--- src/rtl/core/cabs_pkg.sv ---
`timescale 1ns / 1ps
`default_nettype none
// ----------------------------------------------------------------------------
// cabs_pkg: shared types and constants for class-aware box suppression
// Transaction payloads, stored entry layout, register indexes and reset values.
// ----------------------------------------------------------------------------
package cabs_pkg;

    localparam int MAX_KEPT_DEF = 256;

    localparam int CFG_IDX_W  = 1;
    localparam int CFG_DATA_W = 9;

    localparam logic [CFG_IDX_W-1:0] CFG_IOU_LIMIT = 1'b0;
    localparam logic [CFG_IDX_W-1:0] CFG_MAX_KEPT  = 1'b1;

    localparam logic [7:0] IOU_LIMIT_RESET = 8'd115;
    localparam logic [8:0] MAX_KEPT_RESET  = 9'd256;

    typedef struct packed {
        logic [15:0] box_left;
        logic [15:0] box_top;
        logic [15:0] box_right;
        logic [15:0] box_bottom;
        logic [6:0]  box_class;
        logic [15:0] box_score;
        logic        last_in_frame;
    } in_item_t;

    typedef struct packed {
        logic [15:0] out_left;
        logic [15:0] out_top;
        logic [15:0] out_right;
        logic [15:0] out_bottom;
        logic [6:0]  out_class;
        logic [15:0] out_score;
        logic [7:0]  out_rank;
    } out_item_t;

    typedef struct packed {
        logic [6:0]  cls;
        logic [15:0] bottom;
        logic [15:0] right;
        logic [15:0] top;
        logic [15:0] left;
    } entry_t;

    typedef enum logic [1:0] {
        ST_IDLE,
        ST_SCAN,
        ST_DRAIN,
        ST_DECIDE
    } state_t;

endpackage
`default_nettype wire

--- src/rtl/core/cabs_iou.sv ---
`timescale 1ns / 1ps
`default_nettype none
// ----------------------------------------------------------------------------
// cabs_iou: pipelined overlap test
// Four-stage pipeline that decides whether a stored box of the same class
// overlaps the candidate with IoU strictly above the threshold.
// ----------------------------------------------------------------------------
module cabs_iou (
    input  wire logic             clk,
    input  wire logic             rst_n,
    input  wire logic [7:0]       iou_limit,
    input  wire cabs_pkg::entry_t cand,
    input  wire logic             ent_valid,
    input  wire cabs_pkg::entry_t ent,
    output logic                  hit_valid,
    output logic                  hit,
    output logic                  busy
);

    logic v1_reg, v2_reg, v3_reg, v4_reg;

    logic               match1_reg, pos1_reg;
    logic [15:0]        iw1_reg, ih1_reg;
    logic signed [16:0] wa1_reg, ha1_reg, wb1_reg, hb1_reg;

    logic               match2_reg, pos2_reg;
    logic [31:0]        inter2_reg;
    logic signed [33:0] area_a2_reg, area_b2_reg;

    logic               match3_reg, pos3_reg;
    logic [31:0]        inter3_reg;
    logic signed [35:0] uni3_reg;

    logic               hit4_reg;

    logic [15:0]        ix1, iy1, ix2, iy2;
    logic signed [16:0] iw, ih;
    logic               uni_pos;
    logic [39:0]        lhs;
    logic [42:0]        rhs;

    always_comb
    begin
        ix1 = (ent.left > cand.left) ? ent.left : cand.left;
        iy1 = (ent.top > cand.top) ? ent.top : cand.top;
        ix2 = (ent.right < cand.right) ? ent.right : cand.right;
        iy2 = (ent.bottom < cand.bottom) ? ent.bottom : cand.bottom;
        iw  = $signed({1'b0, ix2}) - $signed({1'b0, ix1});
        ih  = $signed({1'b0, iy2}) - $signed({1'b0, iy1});
    end

    always_comb
    begin
        uni_pos = !uni3_reg[35] && (uni3_reg != 36'sd0);
        lhs     = {inter3_reg, 8'h00};
        rhs     = iou_limit * uni3_reg[34:0];
    end

    always_ff @(posedge clk)
    begin
        match1_reg <= (ent.cls == cand.cls);
        pos1_reg   <= (iw > 17'sd0) && (ih > 17'sd0);
        iw1_reg    <= iw[15:0];
        ih1_reg    <= ih[15:0];
        wa1_reg    <= $signed({1'b0, ent.right}) - $signed({1'b0, ent.left});
        ha1_reg    <= $signed({1'b0, ent.bottom}) - $signed({1'b0, ent.top});
        wb1_reg    <= $signed({1'b0, cand.right}) - $signed({1'b0, cand.left});
        hb1_reg    <= $signed({1'b0, cand.bottom}) - $signed({1'b0, cand.top});

        match2_reg  <= match1_reg;
        pos2_reg    <= pos1_reg;
        inter2_reg  <= iw1_reg * ih1_reg;
        area_a2_reg <= wa1_reg * ha1_reg;
        area_b2_reg <= wb1_reg * hb1_reg;

        match3_reg <= match2_reg;
        pos3_reg   <= pos2_reg;
        inter3_reg <= inter2_reg;
        uni3_reg   <= 36'(area_a2_reg) + 36'(area_b2_reg) - $signed({4'b0000, inter2_reg});

        hit4_reg <= match3_reg && pos3_reg && uni_pos && ({3'b000, lhs} > rhs);
    end

    always_ff @(posedge clk or negedge rst_n)
    begin
        if (!rst_n)
        begin
            v1_reg <= 1'b0;
            v2_reg <= 1'b0;
            v3_reg <= 1'b0;
            v4_reg <= 1'b0;
        end
        else
        begin
            v1_reg <= ent_valid;
            v2_reg <= v1_reg;
            v3_reg <= v2_reg;
            v4_reg <= v3_reg;
        end
    end

    assign hit_valid = v4_reg;
    assign hit       = hit4_reg;
    assign busy      = v1_reg || v2_reg || v3_reg || v4_reg;

endmodule
`default_nettype wire

--- config.mk ---
export PLATFORM = sky130hd
export DESIGN_NAME = cabs_iou
export DESIGN_NICKNAME = d
export VERILOG_FILES = /design/src/rtl/core/cabs_pkg.sv /design/src/rtl/core/cabs_iou.sv
export SDC_FILE = /design/constraint.sdc
export NUM_CORES = 2
export LEC_CHECK = 0
export ABC_AREA = 1
export BUFFER_PORTS_ARGS = -buffer_cell sky130_fd_sc_hd__buf_4
export CAP_MARGIN = 30
export CELL_PAD_IN_SITES_DETAIL_PLACEMENT = 1
export CELL_PAD_IN_SITES_GLOBAL_PLACEMENT = 1
export CORE_MARGIN = 1
export CORE_UTILIZATION = 45
export DETAILED_ROUTE_END_ITERATION = 8
export PLACE_DENSITY = 0.82
export SLEW_MARGIN = 30
export SYNTH_ARGS = -nofsm -noshare
export SYNTH_HDL_FRONTEND = slang
export SYNTH_SLANG_ARGS = --single-unit
--- constraint.sdc ---
create_clock -name clk -period 5.37 [get_ports clk]
set_input_delay 0.537 -clock clk [delete_from_list [all_inputs] [get_ports clk]]
set_output_delay 0.537 -clock clk [all_outputs]
set_load 0.02 [all_outputs]
==> impl_metrics.csv, run 1 <==
group,metric,value,unit
status,outcome,"aborted with a tool error",
status,failing_step,"global routing",
status,error_line,"[ERROR GRT-0232] Routing congestion too high. Check the congestion heatmap in the GUI.",
global_routing,grt_start_max_net_pins,23,
yosys,synth.largest_area_cell,"fa_1",
yosys,synth-edff-count,0,
yosys,ys_ff_latch,279,
die,fp-row-count,129,
die,start_util,45.5,%
yosys,async_flop_share,1.43,%
placement,numPortBuffers,155,
clocking,htree_levels,2,
clocking,clk_path_buf_depth,3,
yosys,syn_inst,7154,
yosys,synth-seq-area-share,9.94,%
clocking,numCtsBuffers,36,
clocking,clockRootBuffer,"clkbuf_16",
sta,worst_endpoint_kind,"register data pin",
sta,worstEndpointGrtRepair,"area_b2_reg[31]$_DFF_P_/D",
yosys,synth_fp_nets,8894,
yosys,synth.area.top_cells,"fa_1 36%, inv_1 13%, ha_1 13%",
placement,gp_congestion,0.950,
yosys,synth_top_area_share,36.3,%
placement,dp_hpwl,175000,um
clocking,clock-sinks,279,
die,dieHeight,356,um
yosys,avgSynthCellArea,7.88,um2
placement,placed_cells,9316,
global_routing,overflow,22,
die,io_pins,156,
die,fp.dieW,356,um
yosys,yosys_warnings,0,
yosys,synthesis.area,56400,um2
yosys,synth.distinct_cells,62,
global_routing,grt_usage,65.8,%
yosys,synth_flop_cell,"dfxtp_1",
[through the flow]
step	worst slack, ns	instance area (um2)
floorplan	-0.0131	56700
global placement	-0.486	64000
detailed placement	-0.602	64000
CTS	-0.232	68900
[cells in the mapped netlist, types with 6 or more instances]
cell type / n
a211oi_1: 7
a21o_1: 26
a21oi_1: 318
a21oi_2: 17
a31oi_1: 27
clkbuf_1: 272
dfxtp_1: 275
fa_1: 1022
ha_1: 565
inv_1: 1970
nand2_1: 1596
nand3_1: 96
nand3b_1: 7
nand4_1: 26
nor2_1: 238
nor2_2: 7
nor3_1: 32
nor4_1: 19
o2111ai_1: 10
o21a_1: 22
o21ai_0: 153
o21ai_1: 30
o21ai_2: 21
o21bai_1: 17
o221ai_1: 6
o31ai_1: 9
or2_2: 31
xnor2_1: 91
xor2_1: 167
[layer usage]
layer,overflow,GRT usage (%)
met5,0,34.6
met4,13,67.0
met3,4,53.1
met2,5,82.5
met1,0,62.2
[logic make-up after synthesis]
logic type	share of synthesized area, %
compound gates	7.41
fa+ha+maj	48.8
simple gates	14.8
flops	9.94
xor+xnor	4.04
buf+inv	15.0
[what timing repair did]
action,CTS
endpoints found under the setup margin,62
pin swaps,265
endpoints found under the hold margin,4
cloned,2
hold buffers,1
gates resized for setup,716
setup buffers,120
==> run 2, diff against run 1 <==
--- a/config.mk
+++ b/config.mk
@@ -8,12 +8,10 @@
 export ABC_AREA = 1
 export BUFFER_PORTS_ARGS = -buffer_cell sky130_fd_sc_hd__buf_4
 export CAP_MARGIN = 30
-export CELL_PAD_IN_SITES_DETAIL_PLACEMENT = 1
-export CELL_PAD_IN_SITES_GLOBAL_PLACEMENT = 1
 export CORE_MARGIN = 1
-export CORE_UTILIZATION = 45
+export CORE_UTILIZATION = 40
 export DETAILED_ROUTE_END_ITERATION = 8
-export PLACE_DENSITY = 0.82
+export PLACE_DENSITY_LB_ADDON = 0.15
 export SLEW_MARGIN = 30
 export SYNTH_ARGS = -nofsm -noshare
 export SYNTH_HDL_FRONTEND = slang
==> constraint.sdc (replaced) <==
create_clock -name clk -period 7 [get_ports clk]
set_input_delay 0.7 -clock clk [delete_from_list [all_inputs] [get_ports clk]]
set_output_delay 0.7 -clock clk [all_outputs]
set_load 0.02 [all_outputs]
==> run 2 against run 1 <==
Effect of this change:
- the flow now finishes without violations
- synthesized cell count unchanged
- synthesized area unchanged
==> impl_metrics.csv, run 2 <==
group,metric,value,unit
status,outcome,"complete, no violations",
sta,fmax,156,MHz
worst_hold_path,hold_start,"ent_valid",
detailed_routing,drt_iter0_markers,2217,
placement,numPortBuffers,155,
worst_setup_path,reg2reg_to,"area_b2_reg[33]",
clocking,htree_levels,2,
placement,placed_cell_area,59400,um2
global_routing,grt_usage,23.4,%
sta,fin_crit_sh,91.6,%
placement,gp_congestion,0.914,
worst_setup_path,reg2reg_slack,0.59,ns
clocking,clockRootBuffer,"clkbuf_16",
worst_setup_path,critPathMostFrequentCell,"fa_1",
worst_setup_path,worstPathMaxFanout,17,
clocking,cts_setup_buffers,0,
clocking,numCtsBuffers,36,
yosys,muxShareOfSynthArea,0,%
worst_setup_path,crit_family,"adder cells",
clocking,clock-sinks,279,
worst_setup_path,path_depth,17,
die,fp-row-count,137,
yosys,synth_common_cells,"1,970 x inv_1, 1,596 x nand2_1, 1,022 x fa_1, 565 x ha_1, 318 x a21oi_1",
die,start_util,40.3,%
yosys,synth-seq-area-share,9.94,%
die,dieHeight,377,um
worst_setup_path,critPathBufInv,3,
worst_hold_path,whs_endpoint,"v1_reg",
yosys,synth.area.top_cells,"fa_1 36%, inv_1 13%, ha_1 13%",
clocking,cts_tree,"done",
worst_setup_path,crit_start,"hb1_reg[3]",
yosys,synth_top_area_share,36.3,%
global_routing,overflow,0,
final_layout,layout_common_cells,"1,970 x inv_1, 1,596 x nand2_1, 1,022 x fa_1",
yosys,ys_ff_latch,279,
detailed_routing,final_antenna_net_count,0,
die,die_area,142000,um2
flow_run,cap_violations,0,
final_layout,largest_reg_flops,36,
sta,setup_viol,0,
placement,dp_hpwl,139000,um
yosys,synth.most_common_cell,"inv_1",
sta,hold_viol,0,
detailed_routing,firstDrtPassIters,6,
global_routing,grt_start_max_net_pins,36,
final_layout,final_area,60600,um2
final_layout,final_common_cell,"inv_1",
clocking,clock_latency,0.58,ns
die,fp.dieW,377,um
global_routing,grt_pass1_vias,46500,
yosys,yosys.area_share.simple,14.8,%
die,io_pins,156,
die,core_area,140000,um2
sta,rsz0062_at_grt,"false",
clocking,clkTransAtPathRegs,0.07,ns
yosys,async_flop_share,1.43,%
yosys,synth.distinct_cells,62,
worst_setup_path,max_stage_delay,0.87,ns
yosys,avgSynthCellArea,7.88,um2
worst_setup_path,slowest_stage,"dfxtp_1",
sta,max_slew_margin,33.2,%
yosys,synth_top_family_by_area,"adder cells",
detailed_routing,wl_per_cell,17.7,um
sta,finalWorstSetupSlack,0.590,ns
sta,fin_hold_ws,0.235,ns
yosys,synth-xor-area-share,4.04,%
worst_setup_path,ff2ff_path_depth,17,
worst_hold_path,hp-class,"in -> reg",
detailed_routing,vias,43600,
worst_setup_path,worstSetupPathType,"reg -> reg",
final_layout,area_growth,7.49,%
yosys,synth_compound_gate_area_share,7.41,%
sta,maxSlewViolCount,0,
placement,place_ws,0.644,ns
yosys,yosys_warnings,0,
yosys,synth.largest_area_cell,"fa_1",
final_layout,final_net_count,8881,
yosys,synth-edff-count,0,
worst_setup_path,worstPathArrival,6.89,ns
yosys,synth_flop_cell,"dfxtp_1",
sta,tightest_slew,1.00,ns
worst_setup_path,path_cells,"nand2_1 > inv_1 > fa_1 > fa_1 > inv_1 > fa_1 > fa_1 > fa_1 > fa_1 > inv_1 > ha_1 > a21oi_1 > o21ai_0 > a221oi_1 > o21ai_0 > a21oi_1 > xor2_1",
worst_hold_path,whs_path_depth,1,
final_layout,drive_gt1_share,5.66,%
detailed_routing,drt-vias-per-instance,4.82,
yosys,syn_inst,7154,
clocking,clk_path_buf_depth,3,
global_routing,antenna_found_initial,8,
sta,setup_tns,0,ns
worst_setup_path,cp-end-kind,"flip-flop",
detailed_routing,wl,160000,um
yosys,synthesis.area,56400,um2
worst_setup_path,cp-start-kind,"flip-flop",
yosys,synth_fp_nets,8894,
sta,fin_crit,6.41,ns
sta,skew,0.0238,ns
worst_setup_path,r2r-start,"hb1_reg[3]",
yosys,synth_fa_ha_area_share,48.8,%
global_routing,grt_pass1_wl,259000,um
worst_setup_path,critical_path_required,7.48,ns
detailed_routing,post-route-drc-count,0,
run 2: cell counts after synthesis:
Identical to the previous run, type by type.
run 2: metal layers:
metal / GRT usage [%] / vias to the layer above / part of all wire [%]
met5: 0 / - / 0
met4: 7.21 / 0 / 3.4
met3: 2.70 / 160 / 4.9
met2: 38.2 / 1028 / 45
met1: 32.3 / 21400 / 47
li1: - / 21000 / -
run 2: cell families (layout without fill, tap and decap cells):
| group | Yosys count | after routing |
|---|---|---|
| compound gates | 705 | 705 |
| xor+xnor | 259 | 259 |
| fa+ha+maj | 1587 | 1587 |
| buf+inv | 2248 | 2262 |
| flops | 279 | 279 |
| other cells | 0 | 3 |
| simple gates | 2076 | 2076 |
run 2: worst register-to-register path: cells and delay by family, from the launching register on:
kind | cells | cell delay (ns)
AO/OA/AOI/OAI | 5 | 0.98
XOR/XNOR | 1 | 0.22
adder cells (fa/ha/maj) | 7 | 3.48
buffers and inverters | 3 | 0.51
flip-flops | 1 | 0.87
AND/OR/NAND/NOR | 1 | 0.22
run 2: per-stage QoR:
stage | std cells | utilization (%)
final | 9047 | 43.4
after detailed placement | 8978 | 42.5
after global placement | 8978 | 42.5
after floorplan | 7154 | -
after CTS | 9044 | 43.4
after global routing | 9044 | 43.4
run 2: layout make-up:
cell class | count | area [um2]
fill | 14300 | 79100
multi-input combinational | 4627 | 42300
inverter | 1971 | 7400
sequential | 279 | 5610
tap | 1876 | 2350
timing repair buffer | 226 | 1700
clock buffer | 41 | 940
clock inverter | 24 | 273
antenna | 3 | 7.51
run 2: timing repair:
item,4_1_cts,5_1_grt
hold endpoints to repair,4,0
hold buffers,1,0
resized for setup,0,0
run 2: worst max path at each step:
stage                            to  slack (ns)
global route        area_b2_reg[33]        0.21
detailed placement              hit        0.64
floorplan                       hit        1.14
global placement                hit        0.67
finish              area_b2_reg[33]        0.59
CTS                 area_b2_reg[33]        0.59
Power of run 2 is left out: the tool's default activity adds up to more than one toggle a clock period on the data nets, which glitch-free logic cannot reach.
