===== src/rtl/core/cabs_pkg.sv =====
`timescale 1ns / 1ps
`default_nettype none
// ----------------------------------------------------------------------------
// cabs_pkg: shared types and constants for class-aware box suppression
// Transaction payloads, stored entry layout, register indexes and reset values.
// ----------------------------------------------------------------------------
package cabs_pkg;

    localparam int MAX_KEPT_DEF = 256;

    localparam int CFG_IDX_W  = 1;
    localparam int CFG_DATA_W = 9;

    localparam logic [CFG_IDX_W-1:0] CFG_IOU_LIMIT = 1'b0;
    localparam logic [CFG_IDX_W-1:0] CFG_MAX_KEPT  = 1'b1;

    localparam logic [7:0] IOU_LIMIT_RESET = 8'd115;
    localparam logic [8:0] MAX_KEPT_RESET  = 9'd256;

    typedef struct packed {
        logic [15:0] box_left;
        logic [15:0] box_top;
        logic [15:0] box_right;
        logic [15:0] box_bottom;
        logic [6:0]  box_class;
        logic [15:0] box_score;
        logic        last_in_frame;
    } in_item_t;

    typedef struct packed {
        logic [15:0] out_left;
        logic [15:0] out_top;
        logic [15:0] out_right;
        logic [15:0] out_bottom;
        logic [6:0]  out_class;
        logic [15:0] out_score;
        logic [7:0]  out_rank;
    } out_item_t;

    typedef struct packed {
        logic [6:0]  cls;
        logic [15:0] bottom;
        logic [15:0] right;
        logic [15:0] top;
        logic [15:0] left;
    } entry_t;

    typedef enum logic [1:0] {
        ST_IDLE,
        ST_SCAN,
        ST_DRAIN,
        ST_DECIDE
    } state_t;

endpackage
`default_nettype wire


===== src/rtl/core/cabs_ctrl.sv =====
`timescale 1ns / 1ps
`default_nettype none
// ----------------------------------------------------------------------------
// cabs_ctrl: suppression sequencer
// Holds the configuration, the candidate box, the kept count and the frame
// state, scans the store one entry per cycle and drives the output register.
// ----------------------------------------------------------------------------
module cabs_ctrl #(
    parameter int MAX_KEPT = cabs_pkg::MAX_KEPT_DEF,
    parameter int AW       = (MAX_KEPT > 1) ? $clog2(MAX_KEPT) : 1
) (
    input  wire logic                          clk,
    input  wire logic                          rst_n,
    input  wire logic                          in_valid,
    output logic                               in_stall,
    input  wire cabs_pkg::in_item_t            in_data,
    output logic                               out_valid,
    input  wire logic                          out_stall,
    output cabs_pkg::out_item_t                out_data,
    input  wire logic                          cfg_we,
    input  wire logic [cabs_pkg::CFG_IDX_W-1:0]  cfg_index,
    input  wire logic [cabs_pkg::CFG_DATA_W-1:0] cfg_data,
    output logic [7:0]                         iou_limit,
    output cabs_pkg::entry_t                   cand,
    output logic                               wr_en,
    output logic [AW-1:0]                      wr_addr,
    output logic                               rd_en,
    output logic [AW-1:0]                      rd_addr,
    input  wire logic                          rd_valid,
    input  wire logic                          hit_valid,
    input  wire logic                          hit,
    input  wire logic                          pipe_busy
);

    localparam int CW = $clog2(MAX_KEPT + 1);
    localparam int LW = (CW > 9) ? CW : 9;

    cabs_pkg::state_t    state_reg, state_next;
    logic [7:0]          iou_limit_reg;
    logic [8:0]          max_kept_reg;
    logic [CW-1:0]       count_reg, count_next;
    logic                full_reg, full_next;
    logic [AW-1:0]       idx_reg, idx_next;
    logic                hit_acc_reg;
    cabs_pkg::entry_t    cand_reg;
    logic [15:0]         score_reg;
    logic                last_reg;
    logic                out_valid_reg;
    cabs_pkg::out_item_t out_data_reg;

    logic                accept;
    logic                out_free;
    logic                keep;
    logic [LW-1:0]       limit;
    logic [LW-1:0]       count_ext;
    logic [LW-1:0]       max_kept_ext;

    assign accept       = in_valid && !in_stall;
    assign out_free     = !out_valid_reg || !out_stall;
    assign count_ext    = LW'(count_reg);
    assign max_kept_ext = LW'(max_kept_reg);
    assign limit        = (max_kept_ext < LW'(MAX_KEPT)) ? max_kept_ext : LW'(MAX_KEPT);

    always_ff @(posedge clk or negedge rst_n)
    begin
        if (!rst_n)
        begin
            iou_limit_reg <= cabs_pkg::IOU_LIMIT_RESET;
            max_kept_reg  <= cabs_pkg::MAX_KEPT_RESET;
        end
        else if (cfg_we)
        begin
            unique case (cfg_index)
                cabs_pkg::CFG_IOU_LIMIT: iou_limit_reg <= cfg_data[7:0];
                cabs_pkg::CFG_MAX_KEPT:  max_kept_reg  <= cfg_data;
                default: ;
            endcase
        end
    end

    always_comb
    begin
        state_next = state_reg;
        count_next = count_reg;
        full_next  = full_reg;
        idx_next   = idx_reg;
        rd_en      = 1'b0;
        wr_en      = 1'b0;
        keep       = 1'b0;

        unique case (state_reg)
            cabs_pkg::ST_IDLE:
            begin
                idx_next = '0;
                if (accept)
                begin
                    if (full_reg || (count_ext >= limit))
                    begin
                        full_next = 1'b1;
                        if (in_data.last_in_frame)
                        begin
                            count_next = '0;
                            full_next  = 1'b0;
                        end
                    end
                    else if (count_reg == '0)
                    begin
                        state_next = cabs_pkg::ST_DECIDE;
                    end
                    else
                    begin
                        state_next = cabs_pkg::ST_SCAN;
                    end
                end
            end
            cabs_pkg::ST_SCAN:
            begin
                rd_en = 1'b1;
                if (CW'(idx_reg) == count_reg - CW'(1))
                begin
                    state_next = cabs_pkg::ST_DRAIN;
                end
                else
                begin
                    idx_next = idx_reg + AW'(1);
                end
            end
            cabs_pkg::ST_DRAIN:
            begin
                if (!rd_valid && !pipe_busy)
                begin
                    state_next = cabs_pkg::ST_DECIDE;
                end
            end
            cabs_pkg::ST_DECIDE:
            begin
                if (hit_acc_reg || out_free)
                begin
                    state_next = cabs_pkg::ST_IDLE;
                    if (!hit_acc_reg)
                    begin
                        keep       = 1'b1;
                        wr_en      = 1'b1;
                        count_next = count_reg + CW'(1);
                    end
                    if (last_reg)
                    begin
                        count_next = '0;
                        full_next  = 1'b0;
                    end
                end
            end
            default:
            begin
                state_next = cabs_pkg::ST_IDLE;
            end
        endcase
    end

    always_ff @(posedge clk or negedge rst_n)
    begin
        if (!rst_n)
        begin
            state_reg     <= cabs_pkg::ST_IDLE;
            count_reg     <= '0;
            full_reg      <= 1'b0;
            idx_reg       <= '0;
            hit_acc_reg   <= 1'b0;
            out_valid_reg <= 1'b0;
        end
        else
        begin
            state_reg <= state_next;
            count_reg <= count_next;
            full_reg  <= full_next;
            idx_reg   <= idx_next;
            if (accept)
            begin
                hit_acc_reg <= 1'b0;
            end
            else if (hit_valid && hit)
            begin
                hit_acc_reg <= 1'b1;
            end
            if (keep)
            begin
                out_valid_reg <= 1'b1;
            end
            else if (!out_stall)
            begin
                out_valid_reg <= 1'b0;
            end
        end
    end

    always_ff @(posedge clk)
    begin
        if (accept)
        begin
            cand_reg.left   <= in_data.box_left;
            cand_reg.top    <= in_data.box_top;
            cand_reg.right  <= in_data.box_right;
            cand_reg.bottom <= in_data.box_bottom;
            cand_reg.cls    <= in_data.box_class;
            score_reg       <= in_data.box_score;
            last_reg        <= in_data.last_in_frame;
        end
        if (keep)
        begin
            out_data_reg.out_left   <= cand_reg.left;
            out_data_reg.out_top    <= cand_reg.top;
            out_data_reg.out_right  <= cand_reg.right;
            out_data_reg.out_bottom <= cand_reg.bottom;
            out_data_reg.out_class  <= cand_reg.cls;
            out_data_reg.out_score  <= score_reg;
            out_data_reg.out_rank   <= count_ext[7:0];
        end
    end

    assign in_stall  = (state_reg != cabs_pkg::ST_IDLE);
    assign out_valid = out_valid_reg;
    assign out_data  = out_data_reg;
    assign iou_limit = iou_limit_reg;
    assign cand      = cand_reg;
    assign wr_addr   = count_reg[AW-1:0];
    assign rd_addr   = idx_reg;

endmodule
`default_nettype wire


===== config.mk =====
export PLATFORM = sky130hd
export DESIGN_NAME = cabs_ctrl
export DESIGN_NICKNAME = d
export VERILOG_FILES = /design/src/rtl/core/cabs_pkg.sv /design/src/rtl/core/cabs_ctrl.sv
export SDC_FILE = /design/constraint.sdc
export NUM_CORES = 1
export LEC_CHECK = 0
export BUFFER_PORTS_ARGS = -buffer_cell sky130_fd_sc_hd__buf_2
export CAP_MARGIN = 20
export CELL_PAD_IN_SITES_DETAIL_PLACEMENT = 1
export CELL_PAD_IN_SITES_GLOBAL_PLACEMENT = 2
export CORE_ASPECT_RATIO = 0.7
export CORE_MARGIN = 4
export CORE_UTILIZATION = 36
export DETAILED_ROUTE_END_ITERATION = 12
export GPL_TIMING_DRIVEN = 1
export PLACE_DENSITY = 0.85
export SLEW_MARGIN = 20
export SYNTH_ARGS = -nofsm -noshare
export SYNTH_HDL_FRONTEND = slang
export SYNTH_SLANG_ARGS = --single-unit

===== constraint.sdc =====
create_clock -name clk -period 13.73 [get_ports clk]
set_input_delay 3.4325 -clock clk [delete_from_list [all_inputs] [get_ports clk]]
set_output_delay 3.4325 -clock clk [all_outputs]
set_load 0.005 [all_outputs]

Word level (Yosys, flattened, before mapping)
Index checks and enable logic that the tools add are counted.
{ "word_totals": {"reg_bits": 222, "in_bits": 107, "output_inout_bits": 194} }
{ "op_classes": {"n_addsub": 3, "order_cmp": 2, "eq_ne": 15, "mux": 31, "bitwise_logic": 1, "n_reduce_logical": 23} }
{ "op_table": {"columns": ["cell", "count"], "rows": [
  ["$mux 9", 7],
  ["$ne 2x2->1 const B", 9],
  ["$pmux 9 s2", 1],
  ["$pmux 8 s2", 1],
  ["$mux 1", 13],
  ["$mux 2", 6],
  ["$reduce_and 5->1", 2],
  ["$add 9x1->9 const B", 1],
  ["$eq 8x9->1", 1],
  ["$ge 9x9->1", 1],
  ["$logic_not 9->1", 1],
  ["$lt 9x9->1 const B", 1],
  ["$sub 9x1->9 const B", 1],
  ["$add 8x1->8 const B", 1],
  ["$mux 8", 1],
  ["$pmux 2 s4", 1],
  ["$reduce_bool 2->1", 4],
  ["$reduce_and 2->1", 3],
  ["$reduce_and 6->1", 1],
  ["$logic_not 1->1", 5],
  ["$eq 2x2->1 const B", 2],
  ["$logic_and 1x1->1", 3],
  ["$logic_or 1x1->1", 3],
  ["$ne 3x3->1 const B", 1],
  ["other kinds (5)", 5]
]} }

Longest topological paths before layout
Gate-level depths: netlist of the first run.
{ "logic_depth": {"depth_word": 7, "depth_mapped": 12, "mapped_depth_nobuf": 10} }

Worst setup path before layout of the first run
OpenSTA, ideal clock, no wires.
{ "synth_path": {"kind": "input-to-output", "start": "input out_stall", "end": "output wr_en", "arrival_time_ps": 8111, "t_required_ps": 10297, "setup_slack_ps": 2186, "stages": 1, "cell_sequence": "a21oi_1"} }
{ "synth_via": {"elab_chain_cells": 5} }
{ "synth_rtl": {"columns": ["item", "line_no", "source"], "rows": [
  ["start, declared", "cabs_ctrl.sv:18", "input wire logic out_stall,"],
  ["$logic_not 1->1", null, null],
  ["$logic_or 1x1->1", "cabs_ctrl.sv:59", "assign out_free = !out_valid_reg || !out_stall;"],
  ["$logic_or 1x1->1", "cabs_ctrl.sv:137", "if (hit_acc_reg || out_free)"],
  ["$mux 1", "cabs_ctrl.sv:137", null],
  ["$mux 1", "cabs_ctrl.sv:91", "unique case (state_reg)"],
  ["end, declared", "cabs_ctrl.sv:25", "output logic wr_en,"]
]} }
Every way passes these cells.

Worst setup path in the final report of the first run
Same ends and word-level chain as after synthesis.

==> impl_results.md, run 1 <==
- Outcome: finished clean
- Starting Density: 36.9%
- Root buf cell: clkbuf_16
- Sw Share: 28.5%
- EDFF count, synth: 183
- Post-CTS setup buffer count: 0
- Max reg flops: 95
- Antenna Nets Post-Route: 0
- TritonCTS clock tree: yes
- Cells after Synth: 452
- #FFs+latches synth: 222
- RSZ-0062 raised after global routing: false
- Via count: 5198
- Port bufs: 300
- Total track usage: 17.6%
- R2r startpoint: count_ext[0]
- DIE AREA: 25000 um^2
- Switching power: 0.528 mW
- Synth top area cells: edfxtp_1 68%, dfrtp_1 10%, ha_1 2.6%, mux2_2 2.4%, dfstp_2 1.9%
- CP Data Required Time: 10.30 ns
- Max_cap viols: 0
- Most common cell after layout, fill and taps aside: buf_2
- Worst slew margin: 37.1%
- Crit share post-route: 52.9%
- CTS sink cnt: 222
- Residual DRC: 0
- Post-Syn Nets: 576
- Worst skew pair latency: 0.50 ns
- F_max: 0.138 GHz
- Post-synth ARST share: 17.6%
- Clock period minus final worst setup slack: 7.26 ns
- Startpoint Class: primary input
- Top cell type's share of synthesized area: 67.9%
- Top_reg_cell synth: edfxtp_1
- Hold crit path type: reg -> reg
- Setup violations, final: 0
- DRT Pass-1 Iters: 4
- Crit path arrival time: 3.83 ns
- Clock buffer count from CTS: 22
- Combinational share of power: 19.7%
- Routed length per instance: 21.9 um
- Chip Width: 187 um
- Largest net degree at the start of global routing: 72
- Register area share after synthesis: 80.1%
- Rows: 45
- Setup WS post-layout: 6.47 ns
- Dpl cells: 1013
- Hold Startpoint: score_reg[8]
- Avg Vias per Cell: 4.95
- Crit-path max FO: 2
- Sequential power share: 51.3%
- Post-CTS Hold Buffers: 0
- Clock-pin slew on the worst setup and hold paths: 0.06 ns
- Synth cell types: 48
- Crit path launch: out_stall
- Initial DRC count: 205
- Type of the worst setup path: in -> out
- H-tree Lvls: 1
- Post-cts resize count: 0
- Overflow after GRT: 0
- N_diodes: 0
- GP Congestion: 0.855
- Share of cells above drive strength 1: 47.3%
- Slew @ Worst Pin: 0.944 ns
- First-pass GRT wire length: 34200 um
- Setup TNS: 0 ns
- Initial antenna violation count: 3
- Layout net count: 879
- Synthesized area: 8090 um^2
- Routed WL: 23000 um
- Yosys top cell by area: edfxtp_1
- Part of the power in the clock network: 29.0%
- Post-route insts no fill: 1051
- Vias in the first global route: 5541
- Commonest cells after routing, fill and taps aside: 300 x buf_2, 183 x edfxtp_1, 33 x dfrtp_1, 27 x nand2_1, 22 x clkbuf_16
- Worst Setup End Kind: primary output
- Core area: 21900 um^2
- Final Core Density: 47.8%
- Place WS: 6.47 ns
- Syn. warnings: 0
- Pleak: 4.31 nW
- # IOs: 301
- Max Slew Vio Count: 0
- Clock Skew: 0.0160 ns
- Max clock buf depth: 3
- Power per cell area: 177 nW/um^2
- Synth Area per Inst: 17.9 um^2
- Final Hold Vio Count: 0
- DIE HEIGHT: 133 um
- Peak VDD IR: 0.103 mV
- DP Wirelength: 17100 um
- Internal Power: 1.32 mW
- Area Overhead vs Synth: 29.4%
-- through the flow --
| stage | instance area [um^2] | power [mW] | hold WS (ns) |
|---|---|---|---|
| final | 10500 | 1.85 | 0.409 |
| after global routing | 10500 | 1.95 | 0.421 |
| after CTS | 10500 | 1.88 | 0.409 |
| after detailed placement | 9840 | 1.33 | 0.406 |
| after global placement | 9840 | 1.31 | 0.401 |
| after floorplan | 8090 | 1.16 | 0.400 |
-- synth_stat cells (all sizes together), types with 8 or more instances --
cell	number
dfrtp	33
clkbuf	13
nor2	12
nand2	27
o21ai	15
inv	9
mux2	17
xnor2	8
ha	17
buf	11
nand3	9
a21oi	16
edfxtp	183
mux2i	8
-- critical path, cell delays in order --
cell and delay (ns):
buf_2 0.12, a21oi_4 0.14, buf_2 0.13
-- layout make-up --
cell class | instances | area [um^2]
Multi-Input combinational cell | 196 | 1450
Inverter | 10 | 37.5
Clock buffer | 27 | 569
Clock inverter | 11 | 60.1
Timing Repair Buffer | 303 | 1520
Tap cell | 282 | 353
Sequential cell | 222 | 6480
Fill cell | 2204 | 11400
-- metal layers --
layer / part of all wire, % / global-route usage (%) / vias up
li1: - / - / 2317
met1: 41 / 22.0 / 2639
met2: 50 / 31.0 / 202
met3: 7.2 / 5.13 / 34
met4: 1.3 / 2.91 / 6
met5: 0.20 / 0 / -
-- power by group through the flow --
stage | clock network [mW] | registers, mW | logic (mW)
finish | 0.537 | 0.951 | 0.364
detailed placement | 0 | 0.966 | 0.369
global placement | 0 | 0.955 | 0.355
global route | 0.585 | 0.964 | 0.399
floorplan | 0 | 0.971 | 0.185
CTS | 0.557 | 0.953 | 0.372
-- worst paths after layout --
path	slack (ns)	cells past startpoint	end
worst max-delay path	6.47	3	wr_en
worst min-delay path	0.41	0	out_data[16]
worst max register to register	10.55	9	count_ext[4]
worst min register to register	0.41	0	out_data[16]
max in group asynchronous	10.09	1	rd_addr[1]
min in group asynchronous	3.06	1	out_valid
-- kinds of logic (layout without fill, tap and decap cells) --
logic type,count (synthesis),after routing,share of synthesized area [%]
and+or+nand+nor,89,89,5.85
muxes,25,25,3.36
adders and majority gates,17,17,2.63
DFF,222,222,80.1
AOI/OAI and AO/OA,54,54,4.69
xor gates and xnor gates,11,11,1.19
buffers and inverters,34,351,2.23
Note: power is estimated with default switching activity, not from simulation.
==> run 2, diff against run 1 <==
- CORE_UTILIZATION: 36 -> 33
- PLACE_DENSITY: 0.85 -> 0.79
- clock period: 13.73 -> 7.2 ns (I/O delays scaled with it)
==> impl_results.md, run 2 (synthesized netlist as in run 1, its figures left out) <==
- Total track usage: 15.9%
- Port bufs: 300
- Routed WL: 22500 um
- Starting Density: 33.9%
- Slew @ Worst Pin: 0.941 ns
- GP Congestion: 0.840
- Max reg flops: 95
- Initial antenna violation count: 1
- Part of the power in the clock network: 32.5%
- Crit share post-route: 60.1%
- Commonest cells after routing, fill and taps aside: 300 x buf_2, 183 x edfxtp_1, 33 x dfrtp_1, 27 x nand2_1, 24 x clkbuf_16
- Slowest CP cell: a21oi_4
- Clock Skew: 0.00950 ns
- Power per cell area: 348 nW/um^2
- RSZ-0062 raised after global routing: false
- Avg Vias per Cell: 4.61
- Clock buffer count from CTS: 24
- Most common cell after layout, fill and taps aside: buf_2
- Type of the worst setup path: in -> out
- Post-CTS setup buffer count: 0
- First-pass GRT wire length: 33800 um
- Routed length per instance: 20.6 um
- Setup violations, final: 0
- Layout net count: 881
- Share of cells above drive strength 1: 47.7%
- DIE HEIGHT: 139 um
- Max clock buf depth: 3
- Slowest cell delay on critical path: 0.40 ns
- Startpoint Class: primary input
- Max Slew Vio Count: 0
- Post-CTS Hold Buffers: 0
- Clock-pin slew on the worst setup and hold paths: 0.06 ns
- Sequential power share: 48.7%
- Overall power: 3.71 mW
- Post-cts resize count: 0
- Area Overhead vs Synth: 31.9%
- Chip Width: 195 um
- Most used cell along the critical path: buf_2
- Vias in the first global route: 5270
- Root buf cell: clkbuf_16
- Switching power: 1.03 mW
- Overflow after GRT: 0
- Outcome: finished clean
- Hold slack: 0.415 ns
- DRT Pass-1 Iters: 4
- Worst skew pair latency: 0.51 ns
- Initial DRC count: 278
- Crit path cell chain: buf_2, a21oi_4, buf_2
- Internal Power: 2.67 mW
- Rows: 47
- TritonCTS clock tree: yes
- CP Data Required Time: 5.40 ns
- WP buf/inv: 2
- N_diodes: 0
- Crit-path max FO: 9
- H-tree Lvls: 1
- Final Hold Vio Count: 0
- DP Wirelength: 16500 um
- Crit path arrival time: 2.53 ns
- Sw Share: 27.9%
- Pleak: 4.38 nW
- Residual DRC: 0
- Setup TNS: 0 ns
- CTS sink cnt: 222
- Clock period minus final worst setup slack: 4.33 ns
- # IOs: 301
- Hold crit path type: reg -> reg
- F_max: 0.231 GHz
- Combinational share of power: 18.8%
- Core area: 23900 um^2
- Peak VDD IR: 0.172 mV
- Antenna Nets Post-Route: 0
- Max_cap viols: 0
- Worst slew margin: 37.2%
- Largest net degree at the start of global routing: 67
- CP delay by family, top: compound AO/OA/AOI/OAI gates
- Via count: 5042
- Worst Setup End Kind: primary output
- DIE AREA: 27100 um^2
## run 2: worst register-to-register path, cell delays in order, from the launching register on
cell and delay [ns]:
dfstp_2 0.54, clkinv_1 0.22, nand2_1 0.14, ha_1 0.24
a21oi_1 0.12, o21ai_0 0.10, a31oi_1 0.24, o221ai_1 0.27
a21oi_1 0.64, or3_1 0.38, o31ai_1 0.12
## run 2: routing by layer
layer / up-vias / GRT usage, % / share of wire (%)
met3: 27 / 4.78 / 7.7
met1: 2504 / 21.3 / 43
li1: 2314 / - / -
met5: - / 0 / 0.058
met2: 195 / 26.1 / 47
met4: 2 / 3.01 / 1.5
## run 2: cell type report
type	count	area (um^2)
fill	2490	13200
sequential	222	6480
timing repair buffer	303	1540
multi-input combinational	196	1450
clock buffer	34	648
tap	318	398
clock inverter	10	118
inverter	10	37.5
## run 2: metrics by stage
stage | std cells | utilization, % | setup WS (ns) | area (um^2)
2_1_floorplan | 452 | - | 1.01 | 8100
4_1_cts | 1092 | 44.6 | 2.33 | 10600
6_report | 1093 | 44.7 | 2.87 | 10700
5_1_grt | 1093 | 44.7 | 2.82 | 10700
3_3_place_gp | 1048 | 41.4 | 2.36 | 9880
3_5_place_dp | 1048 | 41.4 | 2.33 | 9880
## run 2: power by group through the flow
stage / combinational, mW / sequential (mW) / clock [mW]
after floorplan: 0.353 / 1.84 / 0
after CTS: 0.706 / 1.81 / 1.25
final: 0.697 / 1.81 / 1.21
after global placement: 0.691 / 1.82 / 0
after global routing: 0.772 / 1.84 / 1.30
after detailed placement: 0.702 / 1.84 / 0
## run 2: path summary, 6_finish.rpt
path	from	end	slack (ns)	cells after the start
setup / recovery	out_stall	wr_en	2.87	3
hold / removal	score_reg[15]	out_data[23]	0.42	0
setup reg to reg	max_kept_ext[8]	count_ext[3]	4.08	10
hold reg to reg	score_reg[15]	out_data[23]	0.42	0
max in group asynchronous	rst_n	count_ext[3]	5.17	1
min in group asynchronous	rst_n	iou_limit[7]	1.43	1
==> run 3, diff against run 2 <==
- clock period: 7.2 -> 4 ns (I/O delays scaled with it)
==> impl_results.md, run 3 (synthesized netlist as in run 1, its figures left out) <==
- Post-CTS setup buffer count: 0
- DIE HEIGHT: 139 um
- Worst slew margin: 38.2%
- Hold crit path type: reg -> reg
- Final Hold Vio Count: 0
- Largest net degree at the start of global routing: 96
- H-tree Lvls: 1
- Crit share post-route: 75.6%
- Final Core Density: 44.7%
- DP Wirelength: 17600 um
- DRT Pass-1 Iters: 4
- F_max: 0.331 GHz
- Dpl cells: 1048
- Peak VDD IR: 0.315 mV
- Residual DRC: 0
- Rows: 47
- Slew @ Worst Pin: 0.927 ns
- Dpl cell area: 9900 um^2
- Area Overhead vs Synth: 31.8%
- # IOs: 301
- Worst Setup End Kind: register
- Via count: 5081
- RSZ-0062 raised after global routing: false
- Type of the worst setup path: reg -> reg
- Total track usage: 16.8%
- Layout net count: 879
- Port bufs: 300
- Initial DRC count: 247
- Setup TNS: 0 ns
- Power per cell area: 626 nW/um^2
- Overflow after GRT: 0
- Initial antenna violation count: 2
- Internal Power: 4.81 mW
- Chip Width: 195 um
- Clock Skew: 0.0128 ns
- Sequential power share: 48.6%
- Post-CTS Hold Buffers: 0
- Part of the power in the clock network: 32.1%
- Switching power: 1.86 mW
- Max clock buf depth: 3
- Pleak: 4.38 nW
- Root buf cell: clkbuf_16
- Max Slew Vio Count: 0
- Sw Share: 27.9%
- Routed length per instance: 21.9 um
- Commonest cells after routing, fill and taps aside: 300 x buf_2, 183 x edfxtp_1, 33 x dfrtp_1, 27 x nand2_1, 24 x clkbuf_16
- Combinational share of power: 19.3%
- Post-cts resize count: 0
- First-pass GRT wire length: 35200 um
- Clock period minus final worst setup slack: 3.02 ns
- Overall power: 6.68 mW
- Startpoint Class: register
- Crit path arrival time: 3.44 ns
- Starting Density: 33.9%
- DIE AREA: 27100 um^2
- Setup violations, final: 0
- Share of cells above drive strength 1: 48.0%
- Avg Vias per Cell: 4.66
- CTS sink cnt: 222
- Post-route insts no fill: 1090
- Core area: 23900 um^2
- Outcome: finished clean
- Antenna Nets Post-Route: 0
- Max reg flops: 95
- Crit-path max FO: 11
- TritonCTS clock tree: yes
- Max_cap viols: 0
- CP Data Required Time: 4.41 ns
- Worst skew pair latency: 0.52 ns
- Clock buffer count from CTS: 23
- Routed WL: 23800 um
- GP Congestion: 0.820
- Final Cell Area: 10700 um^2
- Vias in the first global route: 5342
- Most common cell after layout, fill and taps aside: buf_2
- Clock-pin slew on the worst setup and hold paths: 0.06 ns
==> run 3: worst paths after layout <==
check	start	endpoint	slack, ns	depth (start not counted)
worst max-delay path	count_ext[0]	count_ext[4]	0.98	9
worst min-delay path	score_reg[7]	out_data[15]	0.42	0
worst max register to register	count_ext[0]	count_ext[4]	0.98	9
worst min register to register	score_reg[7]	out_data[15]	0.42	0
max in group asynchronous	rst_n	out_valid	2.79	1
min in group asynchronous	rst_n	max_kept_ext[0]	0.63	1
==> run 3: layout make-up <==
type | instances | area, um^2
diodes | 1 | 2.50
fillers | 2498 | 13200
flip-flops and latches | 222 | 6480
multi-input cells | 196 | 1450
well taps | 318 | 398
clock inverters | 11 | 118
inverters | 10 | 37.5
clock buffers | 30 | 643
repair buffers | 302 | 1540
==> run 3: through the flow <==
step / hold slack [ns] / setup WS (ns)
3_3_place_gp: 0.401 / 1.03
6_report: 0.419 / 0.975
3_5_place_dp: 0.406 / 0.939
4_1_cts: 0.422 / 0.913
2_1_floorplan: 0.400 / 0.404
5_1_grt: 0.429 / 0.631
==> run 3: metal layers <==
metal | up-vias | GRT usage [%] | part of all wire (%)
li1 | 2302 | - | -
met1 | 2547 | 21.2 | 41
met2 | 198 | 28.7 | 49
met3 | 32 | 5.68 | 8.0
met4 | 2 | 2.97 | 1.7
met5 | - | 0 | 0.055
==> run 3: power by group through the flow <==
stage | clock network [mW] | registers (mW) | logic [mW]
floorplan | 0 | 3.30 | 0.638
global placement | 0 | 3.26 | 1.30
detailed placement | 0 | 3.29 | 1.33
CTS | 2.22 | 3.25 | 1.33
global route | 2.33 | 3.29 | 1.42
finish | 2.15 | 3.24 | 1.29
==> run 3: critical path: stages (launching register included) <==
cell and delay [ns]:
dfrtp_1 0.57, inv_1 0.15, ha_1 0.31, nor2b_1 0.04, o21ai_0 0.15, a31oi_1 0.12
o221ai_1 0.46, a21oi_1 0.34, or3_1 0.53, o31ai_1 0.27
